$ cat src/rtl/core/wsf_pkg.sv
package wsf_pkg;

  // Defaults for the top-level parameters
  localparam int MAX_WIDTH_DEF    = 1024;
  localparam int CHANNEL_BITS_DEF = 16;

  // Configuration port geometry
  localparam int CFG_ADDR_W   = 2;
  localparam int CFG_DATA_W   = 13;
  localparam int WIDTH_REG_W  = 11;
  localparam int HEIGHT_REG_W = 13;

  // Configuration register indexes
  localparam logic [CFG_ADDR_W-1:0] REG_IMAGE_WIDTH  = 2'd0;
  localparam logic [CFG_ADDR_W-1:0] REG_IMAGE_HEIGHT = 2'd1;
  localparam logic [CFG_ADDR_W-1:0] REG_SMOOTH_EN    = 2'd2;

  // Register reset values and limits
  localparam logic [WIDTH_REG_W-1:0]  WIDTH_RESET  = 11'd640;
  localparam logic [HEIGHT_REG_W-1:0] HEIGHT_RESET = 13'd480;
  localparam logic [HEIGHT_REG_W-1:0] HEIGHT_LIMIT = 13'd4096;

  // Result buffering ahead of the output channel
  localparam int OUT_FIFO_DEPTH = 8;

  // 3x3 neighborhood: row-major, index 4 is the center
  localparam int NBR_CNT = 9;

  // Source of a copied (not smoothed) result
  typedef logic [1:0] src_sel_t;
  localparam src_sel_t SRC_CENTER = 2'd0;
  localparam src_sel_t SRC_EDGE   = 2'd1;
  localparam src_sel_t SRC_NEWER  = 2'd2;

  // Control that travels alongside a result through the kernel
  typedef struct packed {
    logic valid;
    logic inner;
    logic last;
  } side_t;

endpackage

$ cat src/rtl/core/wsf_out_fifo.sv
module wsf_out_fifo #(
  parameter int WIDTH = 8,
  parameter int DEPTH = wsf_pkg::OUT_FIFO_DEPTH
) (
  input  logic             clk,
  input  logic             rst_n,
  input  logic             push,
  input  logic [WIDTH-1:0] push_data,
  output logic             pop_valid,
  input  logic             pop_ready,
  output logic [WIDTH-1:0] pop_data
);

  localparam int PTR_W = (DEPTH > 1) ? $clog2(DEPTH) : 1;
  localparam int CNT_W = $clog2(DEPTH + 1);

  logic [WIDTH-1:0] mem_r [DEPTH];
  logic [PTR_W-1:0] wr_ptr_r, wr_ptr_nxt;
  logic [PTR_W-1:0] rd_ptr_r, rd_ptr_nxt;
  logic [CNT_W-1:0] count_r, count_nxt;
  logic             pop;

  assign pop_valid = (count_r != '0);
  assign pop       = pop_valid & pop_ready;
  assign pop_data  = mem_r[rd_ptr_r];

  // Advance pointers with wrap at the depth and update the fill count
  always_comb begin
    wr_ptr_nxt = wr_ptr_r;
    rd_ptr_nxt = rd_ptr_r;
    count_nxt  = count_r;
    if (push) begin
      wr_ptr_nxt = (wr_ptr_r == PTR_W'(DEPTH - 1)) ? '0 : wr_ptr_r + PTR_W'(1);
    end
    if (pop) begin
      rd_ptr_nxt = (rd_ptr_r == PTR_W'(DEPTH - 1)) ? '0 : rd_ptr_r + PTR_W'(1);
    end
    case ({push, pop})
      2'b10:   count_nxt = count_r + CNT_W'(1);
      2'b01:   count_nxt = count_r - CNT_W'(1);
      default: count_nxt = count_r;
    endcase
  end

  always_ff @(posedge clk) begin
    if (!rst_n) begin
      wr_ptr_r <= '0;
      rd_ptr_r <= '0;
      count_r  <= '0;
    end else begin
      wr_ptr_r <= wr_ptr_nxt;
      rd_ptr_r <= rd_ptr_nxt;
      count_r  <= count_nxt;
    end
  end

  // Store the entry
  always_ff @(posedge clk) begin
    if (push) begin
      mem_r[wr_ptr_r] <= push_data;
    end
  end

endmodule

$ cat config.mk
export PLATFORM = sky130hd
export DESIGN_NAME = wsf_out_fifo
export DESIGN_NICKNAME = d
export VERILOG_FILES = /design/src/rtl/core/wsf_pkg.sv /design/src/rtl/core/wsf_out_fifo.sv
export SDC_FILE = /design/constraint.sdc
export NUM_CORES = 1
export LEC_CHECK = 0
export ABC_AREA = 1
export BUFFER_PORTS_ARGS = -buffer_cell sky130_fd_sc_hd__buf_2
export CAP_MARGIN = 25
export CORE_MARGIN = 2
export CORE_UTILIZATION = 45
export CTS_CLUSTER_DIAMETER = 100
export CTS_CLUSTER_SIZE = 16
export DETAILED_ROUTE_END_ITERATION = 6
export HOLD_SLACK_MARGIN = 0.12
export SLEW_MARGIN = 20
export SYNTH_ARGS = -nofsm -noshare
export SYNTH_HDL_FRONTEND = slang
export SYNTH_SLANG_ARGS = --single-unit
export TNS_END_PERCENT = 1
$ cat constraint.sdc
create_clock -name clk -period 2.1 [get_ports clk]
set_input_delay 0.42 -clock clk [delete_from_list [all_inputs] [get_ports clk]]
set_output_delay 0.42 -clock clk [all_outputs]
set_load 0.02 [all_outputs]
==> impl_metrics.env <==
export IMPL_synth_area_um2=3183
export IMPL_synthCells=272
export IMPL_cts_setup_buffers=0
export IMPL_wl_met3_um=251
export IMPL_grt_setup_unrepaired="true"
export IMPL_htreeDepth=3
export IMPL_nFillCells=633
export IMPL_drt_initial_drc_count=146
export IMPL_layout_nets=330
export IMPL_grt_pass1_vias=1894
export IMPL_cp_num_buf_inv=2
export IMPL_final_min_clock_period_ns=1.949
export IMPL_critPathMaxStageDelay_ns=0.40
export IMPL_utilization_pct=53.81
export IMPL_cts_tree="done"
export IMPL_grt_max_degree=33
export IMPL_p_per_area_nw_per_um2=1183
export IMPL_yosysWarnings=0
export IMPL_num_rows=30
export IMPL_track_usage_pct=16.75
export IMPL_startpoint_type="flip-flop"
export IMPL_final_cells=412
export IMPL_seqCellArea_um2=2183
export IMPL_grt_pass1_wl_um=9446
export IMPL_multi_input_area_um2=848.3
export IMPL_dp_hpwl_um=3805
export IMPL_fin_worst_skew_ns=0.007722
export IMPL_hold_buffers=0
export IMPL_path_max_fanout=11
export IMPL_slew_headroom_pct=73.94
export IMPL_cp_end_kind="primary output"
export IMPL_hold_path_class="primary input to flip-flop"
export IMPL_first_pass_iters=4
export IMPL_design_die_area_um2=7762
export IMPL_clk_latency_ns=0.33
export IMPL_cts_root_buf="clkbuf_8"
export IMPL_ios=21
export IMPL_cts_made_buffers=9
export IMPL_coreArea_um2=6832
export IMPL_grt_ovfl_total=0
export IMPL_slowest_stage="dfxtp_2"
export IMPL_drc=0
export IMPL_power_leakage_nw=1.409
export IMPL_tns_ns=0
export IMPL_io_buffers=20
export IMPL_critical_path_top_delay_family="flip-flops"
export IMPL_vias=2064
export IMPL_m1WireLength_um=2649
export IMPL_maxUsedRoutingLayer="met4"
export IMPL_cap_viol_max_count=0
export IMPL_antenna_cells=0
export IMPL_tightest_slew_ns=0.3905
export IMPL_reg2reg_slack_ns=0.24
export IMPL_ys_seq_area_share_pct=68.55
export IMPL_cp_data_required_time_ns=1.68
export IMPL_cts_buffer_depth=2
export IMPL_ys_types=22
export IMPL_wire_per_inst_um=14.25
export IMPL_clkTransAtPathRegs_ns=0.07
export IMPL_finalSetupViolations=0
export IMPL_cp_cell_sequence="buf_6 -> nor2_1 -> nor2_1 -> o21ai_0 -> o21ai_1 -> nand2_1 -> nand2_1 -> buf_2"
export IMPL_initial_core_util_pct=46.59
export IMPL_finalMaxSlewViolations=0
export IMPL_ys_ff_latch=77
export IMPL_status="finished clean"
export IMPL_vdd_ir_drop_max_mv=0.5502
export IMPL_dr_wl_met2_um=2895
export IMPL_final_hold_violation_count=0
export IMPL_crit_type="flip-flop to primary output"
export IMPL_die_height_um=88.11
export IMPL_critPathArrivalTime_ns=1.53
export IMPL_viasPerCell=5.010
export IMPL_dpl_cell_count=396
export IMPL_wl_um=5871
export IMPL_cts_sinks=77
export IMPL_ant_nets=0
export IMPL_antenna_found_initial=0
export IMPL_cts_resized=0
export IMPL_place_congestion=0.8425
export IMPL_drive_gt1_share_pct=18.04
export IMPL_synthToLayoutAreaGrowth_pct=15.49
export IMPL_max_freq_mhz=513.1
export IMPL_synth_nets=291
export IMPL_synth_avg_cell_area_um2=11.70
export IMPL_timing_final_crit_share_pct=92.80
export IMPL_fp_dieW_um=88.11
==> cell families after synthesis <==
family | after synthesis | share of synthesized area, %
mux | 8 | 2.516
xor+xnor | 2 | 0.5504
fa+ha+maj | 7 | 2.751
compound gates | 57 | 9.277
flops | 77 | 68.55
simple gates | 94 | 11.48
buf+inv | 27 | 4.874
==> cells in the mapped netlist <==
| cell | instances | area, um2 |
|---|---|---|
| edfxtp_1 | 64 | 1922 |
| nor2_1 | 50 | 187.7 |
| nand2_1 | 37 | 138.9 |
| o21ai_0 | 27 | 135.1 |
| inv_1 | 17 | 63.81 |
| o21ai_1 | 14 | 70.07 |
| dfxtp_1 | 13 | 260.3 |
| a21oi_1 | 8 | 40.04 |
| mux2i_1 | 8 | 80.08 |
| o22ai_1 | 8 | 50.05 |
| ha_1 | 7 | 87.58 |
| buf_6 | 6 | 67.56 |
| nand3_1 | 3 | 15.01 |
| xnor2_1 | 2 | 17.52 |
| buf_2 | 1 | 5.000 |
| buf_4 | 1 | 7.510 |
| clkbuf_4 | 1 | 7.510 |
| inv_2 | 1 | 3.750 |
| nand4_1 | 1 | 6.260 |
| nor2_2 | 1 | 6.260 |
| nor3_1 | 1 | 5.000 |
| or2_2 | 1 | 6.260 |
==> stage by stage <==
stage          hold slack [ns]  total power [W]  setup WS (ns)  instance area, um2
2_1_floorplan           0.4696         0.002872         0.1679                3183
3_3_place_gp            0.4961         0.003170         0.2783                3443
3_5_place_dp            0.5020         0.003199         0.2004                3443
4_1_cts                 0.3356         0.004370        0.01233                3659
5_1_grt                 0.3361         0.004625      -0.008306                3676
6_report                0.3506         0.004348         0.1511                3676
==> worst register-to-register path: stages (launching register included) <==
cell	delay, ns
dfxtp_1	0.39
inv_1	0.08
nand4_1	0.09
nand2_1	0.11
inv_2	0.11
ha_2	0.21
nand2_1	0.06
inv_1	0.07
nor2_1	0.06
ha_1	0.17
a21oi_1	0.14
xnor2_1	0.09
o21ai_0	0.14
inv_1	0.05
==> report_power, final <==
| part | internal, W | total, W | switching [W] |
|---|---|---|---|
| registers | 0.00177 | 0.00185 | 0.0000749 |
| logic | 0.000479 | 0.00132 | 0.000844 |
| clock network | 0.000674 | 0.00118 | 0.000504 |
| total | 0.00292 | 0.00435 | 0.00142 |
==> registers in the layout, indices dropped and copies added (netlist names), named ones only <==
name,cells
rd_ptr_r,3
mem_r,64
wr_ptr_r,3
count_r,4
==> routing by layer <==
| layer | up-vias | track usage, % |
|---|---|---|
| met4 | 0 | 4.683 |
| met1 | 994 | 22.35 |
| li1 | 1023 | - |
| met2 | 39 | 26.79 |
| met3 | 8 | 5.184 |
| met5 | - | 0 |
==> path summary, 6_finish.rpt <==
kind / start / endpoint / cells after the start
min reg2reg: rd_ptr_r[1] / rd_ptr_r[1] / 2
max: flip-flop / pop_data[0] / 8
max reg2reg: count_r[1] / count_r[2] / 13
min: push_data[6] / mem_r[1][6] / 1
==> final cells by class <==
cell class | count | area share [%]
clock inverter | 5 | 2.280
inverter | 18 | 1.906
timing repair buffer | 37 | 6.501
tap | 96 | 3.268
clock buffer | 11 | 3.574
sequential | 77 | 59.39
multi-input combinational | 168 | 23.08
==> cells in the final DEF, fill, tap and decap left out, drive strengths merged <==
cell type	synthesis	final
or2	1	1
buf	8	37
nand2	37	37
nand4	1	1
clkinvlp	0	2
dfxtp	13	13
edfxtp	64	64
xnor2	2	2
inv	18	19
mux2i	8	8
nor2	51	51
bufinv	0	2
o22ai	8	8
a21oi	8	8
nand3	3	3
ha	7	7
clkbuf	1	11
o21ai	41	41
nor3	1	1
Power figures use the tool's default switching activity.
