$ cat src/rtl/core/wsf_pkg.sv
package wsf_pkg;

  // Defaults for the top-level parameters
  localparam int MAX_WIDTH_DEF    = 1024;
  localparam int CHANNEL_BITS_DEF = 16;

  // Configuration port geometry
  localparam int CFG_ADDR_W   = 2;
  localparam int CFG_DATA_W   = 13;
  localparam int WIDTH_REG_W  = 11;
  localparam int HEIGHT_REG_W = 13;

  // Configuration register indexes
  localparam logic [CFG_ADDR_W-1:0] REG_IMAGE_WIDTH  = 2'd0;
  localparam logic [CFG_ADDR_W-1:0] REG_IMAGE_HEIGHT = 2'd1;
  localparam logic [CFG_ADDR_W-1:0] REG_SMOOTH_EN    = 2'd2;

  // Register reset values and limits
  localparam logic [WIDTH_REG_W-1:0]  WIDTH_RESET  = 11'd640;
  localparam logic [HEIGHT_REG_W-1:0] HEIGHT_RESET = 13'd480;
  localparam logic [HEIGHT_REG_W-1:0] HEIGHT_LIMIT = 13'd4096;

  // Result buffering ahead of the output channel
  localparam int OUT_FIFO_DEPTH = 8;

  // 3x3 neighborhood: row-major, index 4 is the center
  localparam int NBR_CNT = 9;

  // Source of a copied (not smoothed) result
  typedef logic [1:0] src_sel_t;
  localparam src_sel_t SRC_CENTER = 2'd0;
  localparam src_sel_t SRC_EDGE   = 2'd1;
  localparam src_sel_t SRC_NEWER  = 2'd2;

  // Control that travels alongside a result through the kernel
  typedef struct packed {
    logic valid;
    logic inner;
    logic last;
  } side_t;

endpackage

$ cat src/rtl/core/wsf_kernel.sv
module wsf_kernel #(
  parameter int CHANNEL_BITS = wsf_pkg::CHANNEL_BITS_DEF
) (
  input  logic                        clk,
  input  logic                        rst_n,
  input  wsf_pkg::side_t              side_i,
  input  logic [3*CHANNEL_BITS-1:0]   nbr_i [wsf_pkg::NBR_CNT],
  input  logic [3*CHANNEL_BITS-1:0]   copy_i,
  output wsf_pkg::side_t              side_o,
  output logic [3*CHANNEL_BITS-1:0]   px_o
);

  import wsf_pkg::*;

  localparam int CB = CHANNEL_BITS;
  localparam int PW = 3 * CB;
  // 45 * max channel + rounding bias stays below 2^(CB+6)
  localparam int SW = CB + 6;
  localparam int K  = SW + 1;
  localparam int QW = 2 * SW - K;
  localparam logic [SW-1:0] RECIP      = SW'((64'd1 << K) / 64'd45);
  localparam logic [SW-1:0] ROUND_BIAS = SW'(22);
  localparam logic [SW-1:0] DIVISOR    = SW'(45);

  logic [SW-1:0]   sum_a_nxt [3];
  logic [SW-1:0]   sum_a_r   [3];
  logic [PW-1:0]   copy_a_r;
  side_t           side_a_r;
  logic [2*SW-1:0] prod_b_r  [3];
  logic [SW-1:0]   sum_b_r   [3];
  logic [PW-1:0]   copy_b_r;
  side_t           side_b_r;

  // Weighted sum: corners + 4 * edges + 25 * center + half divisor
  always_comb begin
    logic [SW-1:0] corner_sum;
    logic [SW-1:0] edg_sum;
    logic [SW-1:0] ctr;
    for (int ch = 0; ch < 3; ch++) begin
      corner_sum = SW'(nbr_i[0][ch*CB +: CB]) + SW'(nbr_i[2][ch*CB +: CB]) +
                   SW'(nbr_i[6][ch*CB +: CB]) + SW'(nbr_i[8][ch*CB +: CB]);
      edg_sum    = SW'(nbr_i[1][ch*CB +: CB]) + SW'(nbr_i[3][ch*CB +: CB]) +
                   SW'(nbr_i[5][ch*CB +: CB]) + SW'(nbr_i[7][ch*CB +: CB]);
      ctr        = SW'(nbr_i[4][ch*CB +: CB]);
      sum_a_nxt[ch] = corner_sum + (edg_sum << 2) + (ctr << 4) + (ctr << 3) + ctr +
                      ROUND_BIAS;
    end
  end

  // Sum stage
  always_ff @(posedge clk) begin
    if (!rst_n) begin
      side_a_r <= '0;
    end else begin
      side_a_r <= side_i;
    end
    copy_a_r <= copy_i;
    for (int ch = 0; ch < 3; ch++) begin
      sum_a_r[ch] <= sum_a_nxt[ch];
    end
  end

  // Reciprocal multiply stage
  always_ff @(posedge clk) begin
    if (!rst_n) begin
      side_b_r <= '0;
    end else begin
      side_b_r <= side_a_r;
    end
    copy_b_r <= copy_a_r;
    for (int ch = 0; ch < 3; ch++) begin
      prod_b_r[ch] <= (2*SW)'(sum_a_r[ch]) * (2*SW)'(RECIP);
      sum_b_r[ch]  <= sum_a_r[ch];
    end
  end

  // Estimate is low by at most one: correct with one compare, then pick
  always_comb begin
    logic [QW-1:0] q_est;
    logic [SW-1:0] q0;
    logic [SW-1:0] rem;
    logic [SW-1:0] quo;
    for (int ch = 0; ch < 3; ch++) begin
      q_est = prod_b_r[ch][2*SW-1:K];
      q0    = SW'(q_est);
      rem   = sum_b_r[ch] - ((q0 << 5) + (q0 << 3) + (q0 << 2) + q0);
      quo   = q0 + SW'(rem >= DIVISOR);
      px_o[ch*CB +: CB] = side_b_r.inner ? quo[CB-1:0] : copy_b_r[ch*CB +: CB];
    end
  end

  assign side_o = side_b_r;

endmodule

$ cat config.mk
export PLATFORM = sky130hd
export DESIGN_NAME = wsf_kernel
export DESIGN_NICKNAME = d
export VERILOG_FILES = /design/src/rtl/core/wsf_pkg.sv /design/src/rtl/core/wsf_kernel.sv
export SDC_FILE = /design/constraint.sdc
export NUM_CORES = 2
export LEC_CHECK = 0
export ABC_AREA = 1
export BUFFER_PORTS_ARGS = -buffer_cell sky130_fd_sc_hd__buf_4
export CAP_MARGIN = 20
export CORE_MARGIN = 3
export CORE_UTILIZATION = 40
export CTS_BUF_LIST = sky130_fd_sc_hd__clkbuf_8
export CTS_CLUSTER_SIZE = 10
export DETAILED_ROUTE_END_ITERATION = 10
export SETUP_SLACK_MARGIN = 0.3
export SLEW_MARGIN = 5
export SYNTH_ARGS = -nofsm -noshare
export SYNTH_HDL_FRONTEND = slang
export SYNTH_SLANG_ARGS = --single-unit
export TNS_END_PERCENT = 1
$ cat constraint.sdc
create_clock -name clk -period 7 [get_ports clk]
set_clock_uncertainty 0.05 [all_clocks]
set_input_delay 0.7 -clock clk [delete_from_list [all_inputs] [get_ports clk]]
set_output_delay 0.7 -clock clk [all_outputs]
set_load 0.005 [all_outputs]
==> summary.json <==
{
  "critical_path.endpoint_type": "primary output",
  "netlist-cell-type-count": 44,
  "cts-htree-levels": 2,
  "finalSetupTns_ps": 0,
  "layout.cells.most_common_list": "sky130_fd_sc_hd__inv_1, sky130_fd_sc_hd__nand2_1, sky130_fd_sc_hd__fa_1",
  "path_class": "register to primary output",
  "floorplan.die.width_um": 365,
  "grt_usage": 0.229,
  "cts_root_buf": "sky130_fd_sc_hd__clkbuf_8",
  "r2r-start": "sum_a_r[0][56]$_DFF_P_",
  "dieArea_um2": 133000,
  "cts_tree": "built",
  "coreArea_um2": 128000,
  "detailedRoute.firstIterationViolations": 1879,
  "grt_max_degree": 66,
  "placedInstanceArea_um2": 57800,
  "chipHeight_um": 365,
  "tritoncts_num_sinks": 285,
  "drcViolationCount": 0,
  "setup.reg_to_reg.worst_slack_ps": 1520,
  "drv.max_cap_violation_count": 0,
  "cts-buffers-inserted": 57,
  "antenna_found_initial": 17,
  "io_pins": 536,
  "grt_pass1_wl_um": 235000,
  "finalMaxSlewViolations": 0,
  "outcome": "complete, no violations",
  "clk_latency_ps": 730,
  "tightestPinTransition_ps": 784,
  "crit_required_ps": 6250,
  "fin_hold_ws_ps": 73.6,
  "worst_relative_slew_slack": 0.477,
  "hold_viol_final": 0,
  "grt_overflow": 0,
  "final_net_count": 8980,
  "drt.antenna.violating_nets": 0,
  "mappedNetlistNets": 8339,
  "layout.area.seq_um2": 5790,
  "yosys_register_bits": 285,
  "final_period_minus_worst_setup_slack_ps": 6480,
  "combined_area_of_the_multi_input_logic_cells_um2": 38800,
  "setup.worst_path.start_class": "register",
  "timing.critical_path.arrival_ps": 5730,
  "route.detailed.vias_per_inst": 4.69,
  "syn2layout_area_growth_pct": 15.9,
  "timing.critical_path.from": "prod_b_r[0][73]$_DFF_P_",
  "finalWeightedCongestion": 0.934,
  "port_buffers": 535,
  "fin_crit_sh": 0.926,
  "timing.critical_path.fanout_max": 5,
  "post_route_standard_cell_area_excluding_fillers_um2": 59900,
  "syn_area_per_cell_um2": 8.34,
  "routed_wl_um": 152000,
  "clock_path_buffers": 3,
  "synth_sequential_area_ratio": 0.110,
  "post_drt_wl_per_cell_um": 17.7,
  "placement_row_count": 131,
  "layout.cells.most_common": "sky130_fd_sc_hd__inv_1",
  "detailed_route_via_count": 40157,
  "layout-drive-gt1-share": 0.111,
  "synthesized_cell_area_um2": 51700,
  "grt_pass1_vias": 42777,
  "hp-class": "input port to register",
  "floorplan.initialDensity": 0.404,
  "filler_cell_count": 12660,
  "hold_path_startpoint": "copy_i[23]",
  "detailedPlace.worstSlack_ps": 98.2,
  "grt_setup_unrepaired": "yes",
  "dp_hpwl_um": 139000,
  "post-route-worst-setup-slack_ps": 521,
  "syn-instance-count": 6197,
  "setup-violations-final": 0,
  "yosys_warnings": 0,
  "drt_first_pass_iters": 6,
  "clock.fmax_ghz": 0.154,
  "clk_pin_slew_ps": 70
}
-- cell usage after synthesis (all sizes together) --
master | instances | share of area
a211oi | 6 | 0.00087
a21boi | 5 | 0.00073
a21o | 28 | 0.0041
a21oi | 285 | 0.028
a221oi | 1 | 0.00017
a31o | 1 | 0.00017
a31oi | 17 | 0.0021
and2 | 9 | 0.0011
and3 | 2 | 0.00024
buf | 1 | 0.000073
clkbuf | 9 | 0.00065
clkinv | 1 | 0.000073
dfxtp | 285 | 0.11
fa | 884 | 0.34
ha | 773 | 0.19
inv | 1931 | 0.14
nand2 | 904 | 0.066
nand3 | 188 | 0.018
nand3b | 16 | 0.0023
nand4 | 45 | 0.0054
nor2 | 301 | 0.022
nor3 | 42 | 0.0044
nor3b | 5 | 0.00092
nor4 | 5 | 0.00061
o2111ai | 1 | 0.00017
o211ai | 7 | 0.0010
o21a | 10 | 0.0015
o21ai | 199 | 0.020
o21bai | 25 | 0.0036
o2bb2ai | 1 | 0.00017
o31ai | 7 | 0.0010
or2 | 4 | 0.00048
xnor2 | 48 | 0.0081
xor2 | 151 | 0.026
-- final cells by class --
type | instances | share of cell area
diodes | 7 | 0.000293
repair buffers | 592 | 0.0761
multi-input cells | 3970 | 0.649
flip-flops and latches | 285 | 0.0968
clock inverters | 40 | 0.00681
inverters | 1932 | 0.121
well taps | 1662 | 0.0347
clock buffers | 66 | 0.0152
-- cells by family after synthesis --
| group | Yosys count | synth area share |
|---|---|---|
| buf+inv | 1942 | 0.141 |
| fa+ha+maj | 1657 | 0.530 |
| simple gates | 1521 | 0.122 |
| compound gates | 593 | 0.0629 |
| flops | 285 | 0.110 |
| xor+xnor | 199 | 0.0337 |
-- registers in the layout, summed over array words and instances, names as in the netlist --
| register | cells |
|---|---|
| sum_b_r | 60 |
| copy_b_r | 48 |
| side_a_r | 3 |
| prod_b_r | 57 |
| copy_a_r | 48 |
| sum_a_r | 66 |
| side_o | 3 |
-- critical path, cell delays in order, from the launching register on --
cell and delay, ps:
sky130_fd_sc_hd__dfxtp_4 370, sky130_fd_sc_hd__clkinvlp_4 140, sky130_fd_sc_hd__fa_1 550, sky130_fd_sc_hd__inv_1 50, sky130_fd_sc_hd__fa_1 460, sky130_fd_sc_hd__fa_1 490, sky130_fd_sc_hd__inv_1 50, sky130_fd_sc_hd__ha_2 380
sky130_fd_sc_hd__nand2_1 140, sky130_fd_sc_hd__nor2_2 130, sky130_fd_sc_hd__inv_1 60, sky130_fd_sc_hd__nor2_2 120, sky130_fd_sc_hd__nand4_1 210, sky130_fd_sc_hd__nand3_1 140, sky130_fd_sc_hd__nand2_1 50, sky130_fd_sc_hd__nand2_1 80
sky130_fd_sc_hd__nand2_1 50, sky130_fd_sc_hd__nor2_1 110, sky130_fd_sc_hd__nand4_1 150, sky130_fd_sc_hd__ha_2 230, sky130_fd_sc_hd__nand3_1 130, sky130_fd_sc_hd__nor2_1 60, sky130_fd_sc_hd__buf_4 150, sky130_fd_sc_hd__nand2_2 90
sky130_fd_sc_hd__xor2_4 310, sky130_fd_sc_hd__o21ai_4 130, sky130_fd_sc_hd__buf_4 160
-- per-stage QoR --
stage | util | cells
detailed placement | 0.452 | 8391
finish | 0.468 | 8554
global placement | 0.452 | 8391
floorplan | - | 6197
CTS | 0.466 | 8542
global route | 0.468 | 8551
-- repair_timing --
item	4_1_cts	5_1_grt
endpoints found under the hold margin	45	0
hold buffers	45	0
resized for setup	34	83
buffers inserted	0	5
pin swaps	1	4
endpoints found under the setup margin	14	30
-- worst paths after layout --
kind / to / cells past startpoint
worst max-delay path: px_o[26] / 26
worst min-delay path: copy_a_r[23]$_DFF_P_ / 1
worst max register to register: prod_b_r[0][117]$_DFF_P_ / 17
worst min register to register: copy_b_r[8]$_DFF_P_ / 0
-- per-layer routing --
| layer | part of all wire | global-route usage |
|---|---|---|
| met5 | 0.00061 | 0 |
| met1 | 0.47 | 0.317 |
| met4 | 0.032 | 0.0684 |
| met3 | 0.072 | 0.0589 |
| met2 | 0.43 | 0.354 |
Power is left out: the tool's default activity adds up to more than one toggle a clock period on the data nets, which glitch-free logic cannot reach.
