<file path="config.mk">
export PLATFORM = sky130hd
export DESIGN_NAME = wsf_ram
export DESIGN_NICKNAME = d
export VERILOG_FILES = /design/src/rtl/core/wsf_ram.sv
export SDC_FILE = /design/constraint.sdc
export NUM_CORES = 1
export LEC_CHECK = 0
export BUFFER_PORTS_ARGS = -buffer_cell sky130_fd_sc_hd__buf_4
export CAP_MARGIN = 5
export CELL_PAD_IN_SITES_DETAIL_PLACEMENT = 1
export CELL_PAD_IN_SITES_GLOBAL_PLACEMENT = 1
export CORE_AREA = 4 4 101 103
export CTS_CLUSTER_DIAMETER = 200
export DETAILED_ROUTE_END_ITERATION = 12
export DIE_AREA = 0 0 105 107
export GPL_TIMING_DRIVEN = 0
export PLACE_DENSITY = 0.91
export SLEW_MARGIN = 20
export SYNTH_ARGS = -nofsm -noshare
export SYNTH_HDL_FRONTEND = slang
export SYNTH_SLANG_ARGS = --single-unit
</file>
<file path="constraint.sdc">
create_clock -name clk -period 4.2 [get_ports clk]
set_clock_uncertainty 0.2 [all_clocks]
set_input_delay 0.42 -clock clk [delete_from_list [all_inputs] [get_ports clk]]
set_output_delay 0.42 -clock clk [all_outputs]
set_load 0.02 [all_outputs]
</file>
<file path="src/rtl/core/wsf_ram.sv">
module wsf_ram #(
  parameter int WIDTH = 8,
  parameter int DEPTH = 16
) (
  input  logic                                   clk,
  input  logic                                   we,
  input  logic [((DEPTH > 1) ? $clog2(DEPTH) : 1)-1:0] waddr,
  input  logic [WIDTH-1:0]                       wdata,
  input  logic [((DEPTH > 1) ? $clog2(DEPTH) : 1)-1:0] raddr,
  output logic [WIDTH-1:0]                       rdata
);

  logic [WIDTH-1:0] mem [DEPTH];

  // Write one entry, read one entry with a registered output
  always_ff @(posedge clk) begin
    if (we) begin
      mem[waddr] <= wdata;
    end
    rdata <= mem[raddr];
  end

endmodule

</file>
==> results of run 1 <==
kinds of logic (layout without fill, tap and decap cells):
logic type             after synthesis  after routing  share of synthesized area, %
flip-flops                         136            136                          77.8
AND/OR/NAND/NOR                     35             35                          3.18
multiplexers                        32             32                          15.0
AO/OA/AOI/OAI                       16             16                          2.33
buffers and inverters               10             66                          1.68
worst reg2reg max path: stages, from the launching register on:
cell,delay [ns]
edfxtp_1,0.43
mux4_2,0.53
a22oi_1,0.26
nand2_1,0.11
area by class of cell:
cell class                      count  area [um2]
Multi-Input combinational cell     83        1080
Timing Repair Buffer               24         180
Clock inverter                     13         129
Tap cell                          111         139
Sequential cell                   136        4000
Clock buffer                       19         442
Buffer                             10        86.3
Fill cell                         736        3140
power by group:
| group | internal [uW] | total (uW) | switching [uW] |
|---|---|---|---|
| clock network | 869 | 1410 | 541 |
| logic | 70.0 | 168 | 98.0 |
| registers | 1520 | 1530 | 9.32 |
flip-flops by register name, summed over array words and instances, names as in the netlist:
| register | count |
|---|---|
| mem | 128 |
| rdata | 8 |
cells in the final DEF (no fill, tap or decap), types with 2 or more instances in the layout:
master and count:
edfxtp_1 128, buf_4 25, mux4_2 18, a22oi_1 16
clkbuf_16 16, mux4_1 14, nor2_1 13, nand2_1 9
dfxtp_1 8, clkinv_2 5, nor3_2 4, buf_6 3
buf_2 3, clkdlybuf4s25_2 3, clkbuf_8 3, clkinvlp_4 3
nand3b_1 2, nand2b_1 2, bufinv_16 2, clkinv_4 2
layer usage:
metal | share of wire (%) | wire length (um)
met5 | 0 | 0
met4 | 2.0 | 221
met3 | 7.7 | 872
met2 | 50 | 5650
met1 | 40 | 4510
worst max-delay path by stage:
stage	endpoint	depth (start not counted)
after floorplan	mem[0][0]	2
after global placement	mem[0][2]	3
after detailed placement	mem[3][2]	3
after CTS	mem[3][5]	3
after global routing	mem[3][1]	3
final	mem[3][5]	3
stage by stage:
stage	power, uW	cell area, um2	worst slack, ns
finish	3110	6060	2.41
global route	3220	6060	2.35
CTS	3120	6060	2.41
detailed placement	1720	5490	1.88
global placement	1710	5470	1.55
floorplan	1640	5150	2.09
==> flow_summary.toml, run 1 <==
[timing]
hold_violations = 0
rsz0062_at_grt = "false"
period_share_pct = 42.6
setup_viol = 0
relSlewSlack_pct = 44.2
fmax_ghz = 0.559
drv_slew = 0
final.setup.tns_ns = 0
hold_slack_ns = 0.0301
max_slew.worst_pin.slew_ns = 0.835
layout_min_cycle_time_ns = 1.79

[cts]
cts.clk_slew.worst_paths_ns = 0.06
hold_buffers = 0
cts_resized = 0
cts.sinks = 136
numCtsBuffers = 17
cts_tree = "built"
clockBufferDepth = 2
cts_setup_buffers = 0
h-tree-depth = 4
root_buffer = "clkbuf_8"
clk_latency_ns = 0.52

[synthesis]
ys_seq_area_share_pct = 77.8
synth_area_leaders = "edfxtp_1 (75%), mux4_2 (7.9%), mux4_1 (7.1%), dfxtp_1 (3.1%), a22oi_1 (2.3%)"
synthArstFlopShare_pct = 0
synth.avg_cell_area_um2 = 22.5
synth_top_area_cell = "edfxtp_1"
synth-edff-count = 128
synth_cell_types = 19
postSynthCellCount = 229
synth_nets = 247
synth_top_area_share_pct = 74.7
ys_ff_latch = 136
syn_area_mm2 = 0.00515
yosysWarningCount = 0
synth_most_common_cell = "edfxtp_1"
synth_common_cells = "edfxtp_1 (128), mux4_2 (18), a22oi_1 (16)"
synth_top_flop_cell = "edfxtp_1"

[setup_path]
reg2regPathDepth = 3
r2r_start = "mem[3][6]"
cp_max_fo = 8
end_kind = "flop"
cp_top_family = "simple AND/OR/NAND/NOR gates"
crit_start = "waddr[2]"
worstPathArrival_ns = 1.73
path_buf_inv = 1
worstPathRequired_ns = 4.14
r2r_slack_ns = 2.55
critPathSlowestCell = "nor2_1"
r2r_end = "rdata[6]"
critPathLaunchType = "primary input"
critical_path_class = "primary input to flop"
critical_path.cell_chain = "buf_4, or3b_2, nor2_1"
max_stage_delay_ns = 0.65

[global_routing]
grtUsageTotal_pct = 22.2
use_met2_pct = 34.6
antenna_found_initial = 0
grt_pass1_vias = 2684
use_met1_pct = 30.5
grt_start_max_net_pins = 17
grt_pass1_wl_mm = 17.4
grt-busiest-layer = "met2"
grt_use_met3_pct = 5.72
grt-ovfl-total = 0

[job]
maxCapViolCount = 0

[detailed_routing]
drt_iter0_markers = 261
vias = 2467
viasPerCell = 6.23
antenna_left = 0
totalWireLength_mm = 11.3
drc = 0
wl_per_cell_um = 28.4
drt_first_pass_iters = 4

[cells_and_area]
antenna_cells = 0
final_util_pct = 65.9
area_growth_syn_to_layout_pct = 17.7
nets = 290
instances_no_fill = 396
final_layout_size_suffix_gt1_share_pct = 30.9

[placement]
dp_hpwl_mm = 7.04
io_buffers = 24
place_inst = 364
gp_congestion = 0.728

[die]
die-area_mm2 = 0.0112
rows = 35
die_w_um = 105
coreArea_mm2 = 0.00920
die_h_um = 107
initial_core_util_pct = 56.0
ios = 26

[run_status]
status = "completed"

[pwr]
p_leak_uw = 0.00204
peakVddDrop_v = 0.000251
power_density_mw_per_mm2 = 513

[min_path]
min_path_cells = 1
min_to = "mem[6][5]"
hp-class = "primary input to flop"
hp-start = "wdata[5]"
No activity file was read; power rests on OpenSTA's default activity.
==> run 2, diff against run 1 <==
Settings changed: CORE_AREA 4 4 101 103 to 4 4 109 111, DIE_AREA 0 0 105 107 to 0 0 113 115, PLACE_DENSITY 0.91 to 0.83.
Clock period 4.2 ns to 1.5 ns, I/O delays scaled along.
==> run 2 against run 1 <==
The run now ends with negative hold slack, negative setup slack left. Die area grew 16%. Clock power grew to 3.2 times the previous value. Worst setup slack lost 2.4 ns. Total power grew to 3.0 times the previous value. Clock-buffer cell count grew 1. Critical path type is now flop to flop. Largest cell class unchanged. Highest routed layer unchanged.
==> flow_summary.toml, run 2 (synthesized netlist as in run 1, its figures left out) <==
[run_status]
status = "finished, violations left"
violations = "negative hold slack, negative setup slack"

[timing]
drv_slew = 0
max_slew.worst_pin.slew_ns = 0.978
hold_violations = 34
fmax_ghz = 0.655
hold_slack_ns = -0.141
rsz0062_at_grt = "true"
finalWorstSetupSlack_ns = -0.0264
setup_viol = 4
period_share_pct = 102
relSlewSlack_pct = 34.5
layout_min_cycle_time_ns = 1.53

[setup_path]
critical_path_class = "flop to flop"
worstPathRequired_ns = 1.71
critPathSlowestCell = "mux4_2"
critPathLaunchType = "flop"
worstPathArrival_ns = 1.73
max_stage_delay_ns = 0.52
end_kind = "flop"
critical_path.cell_chain = "mux4_2, a22oi_2, nand2_2"
cp_max_fo = 1

[detailed_routing]
wl_per_cell_um = 26.4
antenna_left = 0
drt_iter0_markers = 151
totalWireLength_mm = 11.4
drc = 0
viasPerCell = 5.67
vias = 2461
drt_first_pass_iters = 4

[cells_and_area]
largest_reg_flops = 128
layout_common_cells = "edfxtp_1 (128), mux4_2 (27), buf_4 (25)"
final_common_cell = "edfxtp_1"
largest-register = "mem"
stdcell_area_mm2 = 0.00632
nets = 299
final_layout_size_suffix_gt1_share_pct = 39.1
antenna_cells = 0
top_regs = "mem x128, rdata x8"
area_growth_syn_to_layout_pct = 22.7

[placement]
io_buffers = 24
dp_hpwl_mm = 7.16
placed_area_mm2 = 0.00552
pre_cts_slack_ns = -0.572
gp_congestion = 0.730

[cts]
cts_tree = "built"
h-tree-depth = 4
clk_latency_ns = 0.52
cts.clk_slew.worst_paths_ns = 0.06
clockBufferDepth = 2
cts.sinks = 136
hold_buffers = 10
numCtsBuffers = 17
root_buffer = "clkbuf_8"

[global_routing]
grtUsageTotal_pct = 19.4
antenna_found_initial = 0
grt_start_max_net_pins = 17
grt-ovfl-total = 0
grt_pass1_vias = 2764
grt_pass1_wl_mm = 17.5

[pwr]
p_leak_uw = 0.00208
power_density_mw_per_mm2 = 1480
peakVddDrop_v = 0.000975
power.total_uw = 9320

[die]
die_w_um = 113
initial_core_util_pct = 47.7
die_h_um = 115
coreArea_mm2 = 0.0108
die-area_mm2 = 0.0130
ios = 26
rows = 38

[job]
maxCapViolCount = 0

[min_path]
hp-class = "primary input to flop"
-- run 2: layer usage --
metal	GRT usage (%)	routed length [um]	up-vias
met5	0	0	-
met4	7.61	206	0
met3	5.53	716	16
met2	31.9	5730	86
met1	24.9	4790	1291
li1	-	-	1068
-- run 2: worst paths after layout --
check / from / endpoint / slack, ns / cells past startpoint
setup / recovery: mem[3][5] / rdata[5] / -0.03 / 3
hold / removal: waddr[0] / mem[0][2] / -0.14 / 2
setup reg to reg: mem[3][5] / rdata[5] / -0.03 / 3
hold reg to reg: mem[11][1] / rdata[1] / 0.48 / 3
-- run 2: final cells by class --
| cell class | instances | area [um2] |
|---|---|---|
| plain buffers | 10 | 86.3 |
| clock buffers | 20 | 455 |
| clock inverters | 12 | 196 |
| fillers | 890 | 4480 |
| multi-input cells | 83 | 1130 |
| flip-flops and latches | 136 | 4000 |
| well taps | 140 | 175 |
| repair buffers | 33 | 270 |
-- run 2: what timing repair did --
item	in CTS	in global routing
buffers inserted	0	0
pin swaps	9	7
cloned	0	0
setup endpoints to repair	16	27
endpoints found under the hold margin	162	34
resized for setup	20	8
-- run 2: stage by stage --
| step | instances | hold WS (ns) | TNS (ns) | utilization (%) |
|---|---|---|---|---|
| finish | 434 | -0.141 | -0.0664 | 58.5 |
| global route | 434 | -0.145 | -0.243 | 58.5 |
| CTS | 435 | -0.137 | -0.0830 | 58.5 |
| detailed placement | 393 | 0.285 | -43.18 | 51.2 |
| global placement | 393 | 0.269 | -38.79 | 51.1 |
| floorplan | 229 | 0.0489 | -3.58 | - |
-- run 2: power by group --
part | switching [uW] | total [uW] | leakage (uW) | internal (uW)
logic | 298 | 525 | 0.000546 | 227
registers | 25.9 | 4280 | 0.00122 | 4250
clock network | 1530 | 4520 | 0.000315 | 2990
-- run 2: worst max-delay path, delay by kind of cell (launching register included) --
kind | cells | cell delay (ns)
simple gates | 1 | 0.08
mux | 1 | 0.52
compound gates | 1 | 0.19
flops | 1 | 0.42
==> run 3, diff against run 2 <==
Settings changed: ABC_AREA from default to 1, CORE_AREA 4 4 109 111 to 4 4 120 122, DIE_AREA 0 0 113 115 to 0 0 124 126, PLACE_DENSITY 0.83 to 0.84, REMOVE_ABC_BUFFERS from default to 1.
==> run 3 against run 2 <==
The flow now finishes without violations. Routed wire length rose by 35%. Register-to-register slack improved by 0.21 ns. Global-route usage rose by 1.6 points. Non-clock buffer count fell by 8. Die area rose by 20%. Flip-flop and latch count did not move. Clock-buffer cell count fell by 3. Sequential share of layout area fell by 3.7 points. Final area rose by 6.2%. Largest power group is now sequential cells.
==> flow_summary.toml, run 3 <==
[run_status]
status = "completed"

[timing]
setup_viol = 0
finalWorstSetupSlack_ns = 0.0493
max_slew.worst_pin.slew_ns = 0.987
rsz0062_at_grt = "true"
drv_slew = 0
hold_violations = 0
fmax_ghz = 0.689
layout_min_cycle_time_ns = 1.45
relSlewSlack_pct = 34.0
period_share_pct = 96.7
final.setup.tns_ns = 0

[setup_path]
critPathSlowestCell = "nor2_1"
critical_path.cell_chain = "buf_4, nand3b_1, nor2_1"
r2r_start = "mem[6][4]"
critical_path_class = "primary input to flop"
end_kind = "flop"
critPathLaunchType = "primary input"
crit_start = "waddr[2]"
cp_top_family = "simple AND/OR/NAND/NOR gates"
r2r_slack_ns = 0.18
worstPathArrival_ns = 1.29
path_buf_inv = 1
cp_max_fo = 8
worstPathRequired_ns = 1.34
max_stage_delay_ns = 0.74

[cells_and_area]
area_growth_syn_to_layout_pct = 16.4
final_layout_size_suffix_gt1_share_pct = 9.61
largest-register = "mem"
layout_common_cells = "nand2_1 (173), edfxtp_1 (128), inv_1 (100)"
instances_no_fill = 769
top_regs = "mem x128, rdata x8"
largest_reg_flops = 128
nets = 599
stdcell_area_mm2 = 0.00671
antenna_cells = 0
final_common_cell = "nand2_1"

[cts]
cts.sinks = 136
cts.clk_slew.worst_paths_ns = 0.06
root_buffer = "clkbuf_16"
numCtsBuffers = 17
clk_latency_ns = 0.42
cts_setup_buffers = 0
h-tree-depth = 4
clockBufferDepth = 2
cts_tree = "built"

[synthesis]
synth_top_family_by_area = "simple AND/OR/NAND/NOR gates"
synth_mux_area_share_pct = 0
ys_seq_area_share_pct = 69.4
synthArstFlopShare_pct = 0
synth_common_cells = "nand2_1 (173), edfxtp_1 (128), inv_1 (100)"
syn_area_mm2 = 0.00577
synth_cell_types = 12
postSynthCellCount = 551
synth_fa_ha_area_share_pct = 0
synth-edff-count = 128
synth_compound_area_share_pct = 0
synth_top_area_share_pct = 66.7
yosysWarningCount = 0
synth_top_area_cell = "edfxtp_1"
synth_top_flop_cell = "edfxtp_1"
synth_area_leaders = "edfxtp_1 (67%), nand2_1 (11%), nand3_1 (8.4%), inv_1 (6.5%), dfxtp_1 (2.8%)"
synth.avg_cell_area_um2 = 10.5
ys_ff_latch = 136
synth_xor_area_share_pct = 0
synth_most_common_cell = "nand2_1"
synthSimpleGateAreaFrac_pct = 21.0

[pwr]
internal_power_uw = 7010
combPwrFrac_pct = 6.6
switching_share_pct = 22.7
p_seq_share_pct = 47.2
power_density_mw_per_mm2 = 1350
p_leak_uw = 0.00285
p_sw_uw = 2060
peakVddDrop_v = 0.00106
power_frac_clock_pct = 46.2

[global_routing]
grt_pass1_wl_mm = 24.1
antenna_found_initial = 0
grt_pass1_vias = 4277
grtUsageTotal_pct = 21.1
grt_start_max_net_pins = 66
grt-ovfl-total = 0

[detailed_routing]
wl_per_cell_um = 20.1
drt_iter0_markers = 202
antenna_left = 0
drc = 0
viasPerCell = 5.20
totalWireLength_mm = 15.5
drt_first_pass_iters = 5
vias = 4002

[placement]
pre_cts_slack_ns = -0.959
place_inst = 728
placed_area_mm2 = 0.00601
io_buffers = 25
dp_hpwl_mm = 8.90
gp_congestion = 0.744

[die]
die_w_um = 124
die_h_um = 126
rows = 42
initial_core_util_pct = 43.7
coreArea_mm2 = 0.0132
die-area_mm2 = 0.0156
ios = 26

[min_path]
hp-class = "primary input to flop"
hp-start = "raddr[2]"

[job]
maxCapViolCount = 0
run 3: stage by stage:
stage,total power [uW],util [%],hold WS (ns)
2_1_floorplan,4610,-,0.0489
3_3_place_gp,4870,45.6,0.262
3_5_place_dp,4910,45.6,0.287
4_1_cts,9070,50.8,0.00994
5_1_grt,9340,50.9,0.0207
6_report,9060,50.9,0.0226
run 3: worst min-delay path: cells and delay by family:
kind                   cells  cell delay, ns
AND/OR/NAND/NOR            3            0.25
buffers and inverters      1            0.19
run 3: worst paths after layout:
path	endpoint	cells after the start
max reg2reg	rdata[4]	6
min	rdata[5]	4
min reg2reg	rdata[4]	6
max	mem[11][2]	3
run 3: per-layer routing:
metal  track usage (%)  vias to the layer above  part of all wire [%]
met2              35.5                      125                    53
met3              4.44                       25                   4.9
li1                  -                     1831                     -
met1              26.0                     2021                    40
met4              9.09                        0                   2.3
met5                 0                        -                     0
run 3: timing repair:
action | CTS | global route
gates resized for setup | 3 | 4
endpoints found under the hold margin | 136 | 0
hold buffers | 10 | 0
setup endpoints to repair | 8 | 22
pin swaps | 0 | 0
run 3: logic make-up (layout without fill, tap and decap cells):
kind of cell,Yosys count,in the layout
buffers and inverters,126,168
flip-flops,136,136
AND/OR/NAND/NOR,289,289
run 3: power groups by stage:
stage / Combinational, uW / Clock [uW] / Sequential [uW]
2_1_floorplan: 229 / 0 / 4380
3_3_place_gp: 523 / 0 / 4350
3_5_place_dp: 557 / 0 / 4350
4_1_cts: 591 / 4200 / 4280
5_1_grt: 647 / 4410 / 4280
6_report: 595 / 4190 / 4280
run 3: area by class of cell:
cell class              count  area, um2
inverters                 102        395
fillers                  1429       6480
clock inverters            14        159
well taps                 176        220
repair buffers             35        294
flip-flops and latches    136       4000
clock buffers              17        425
multi-input cells         289       1210
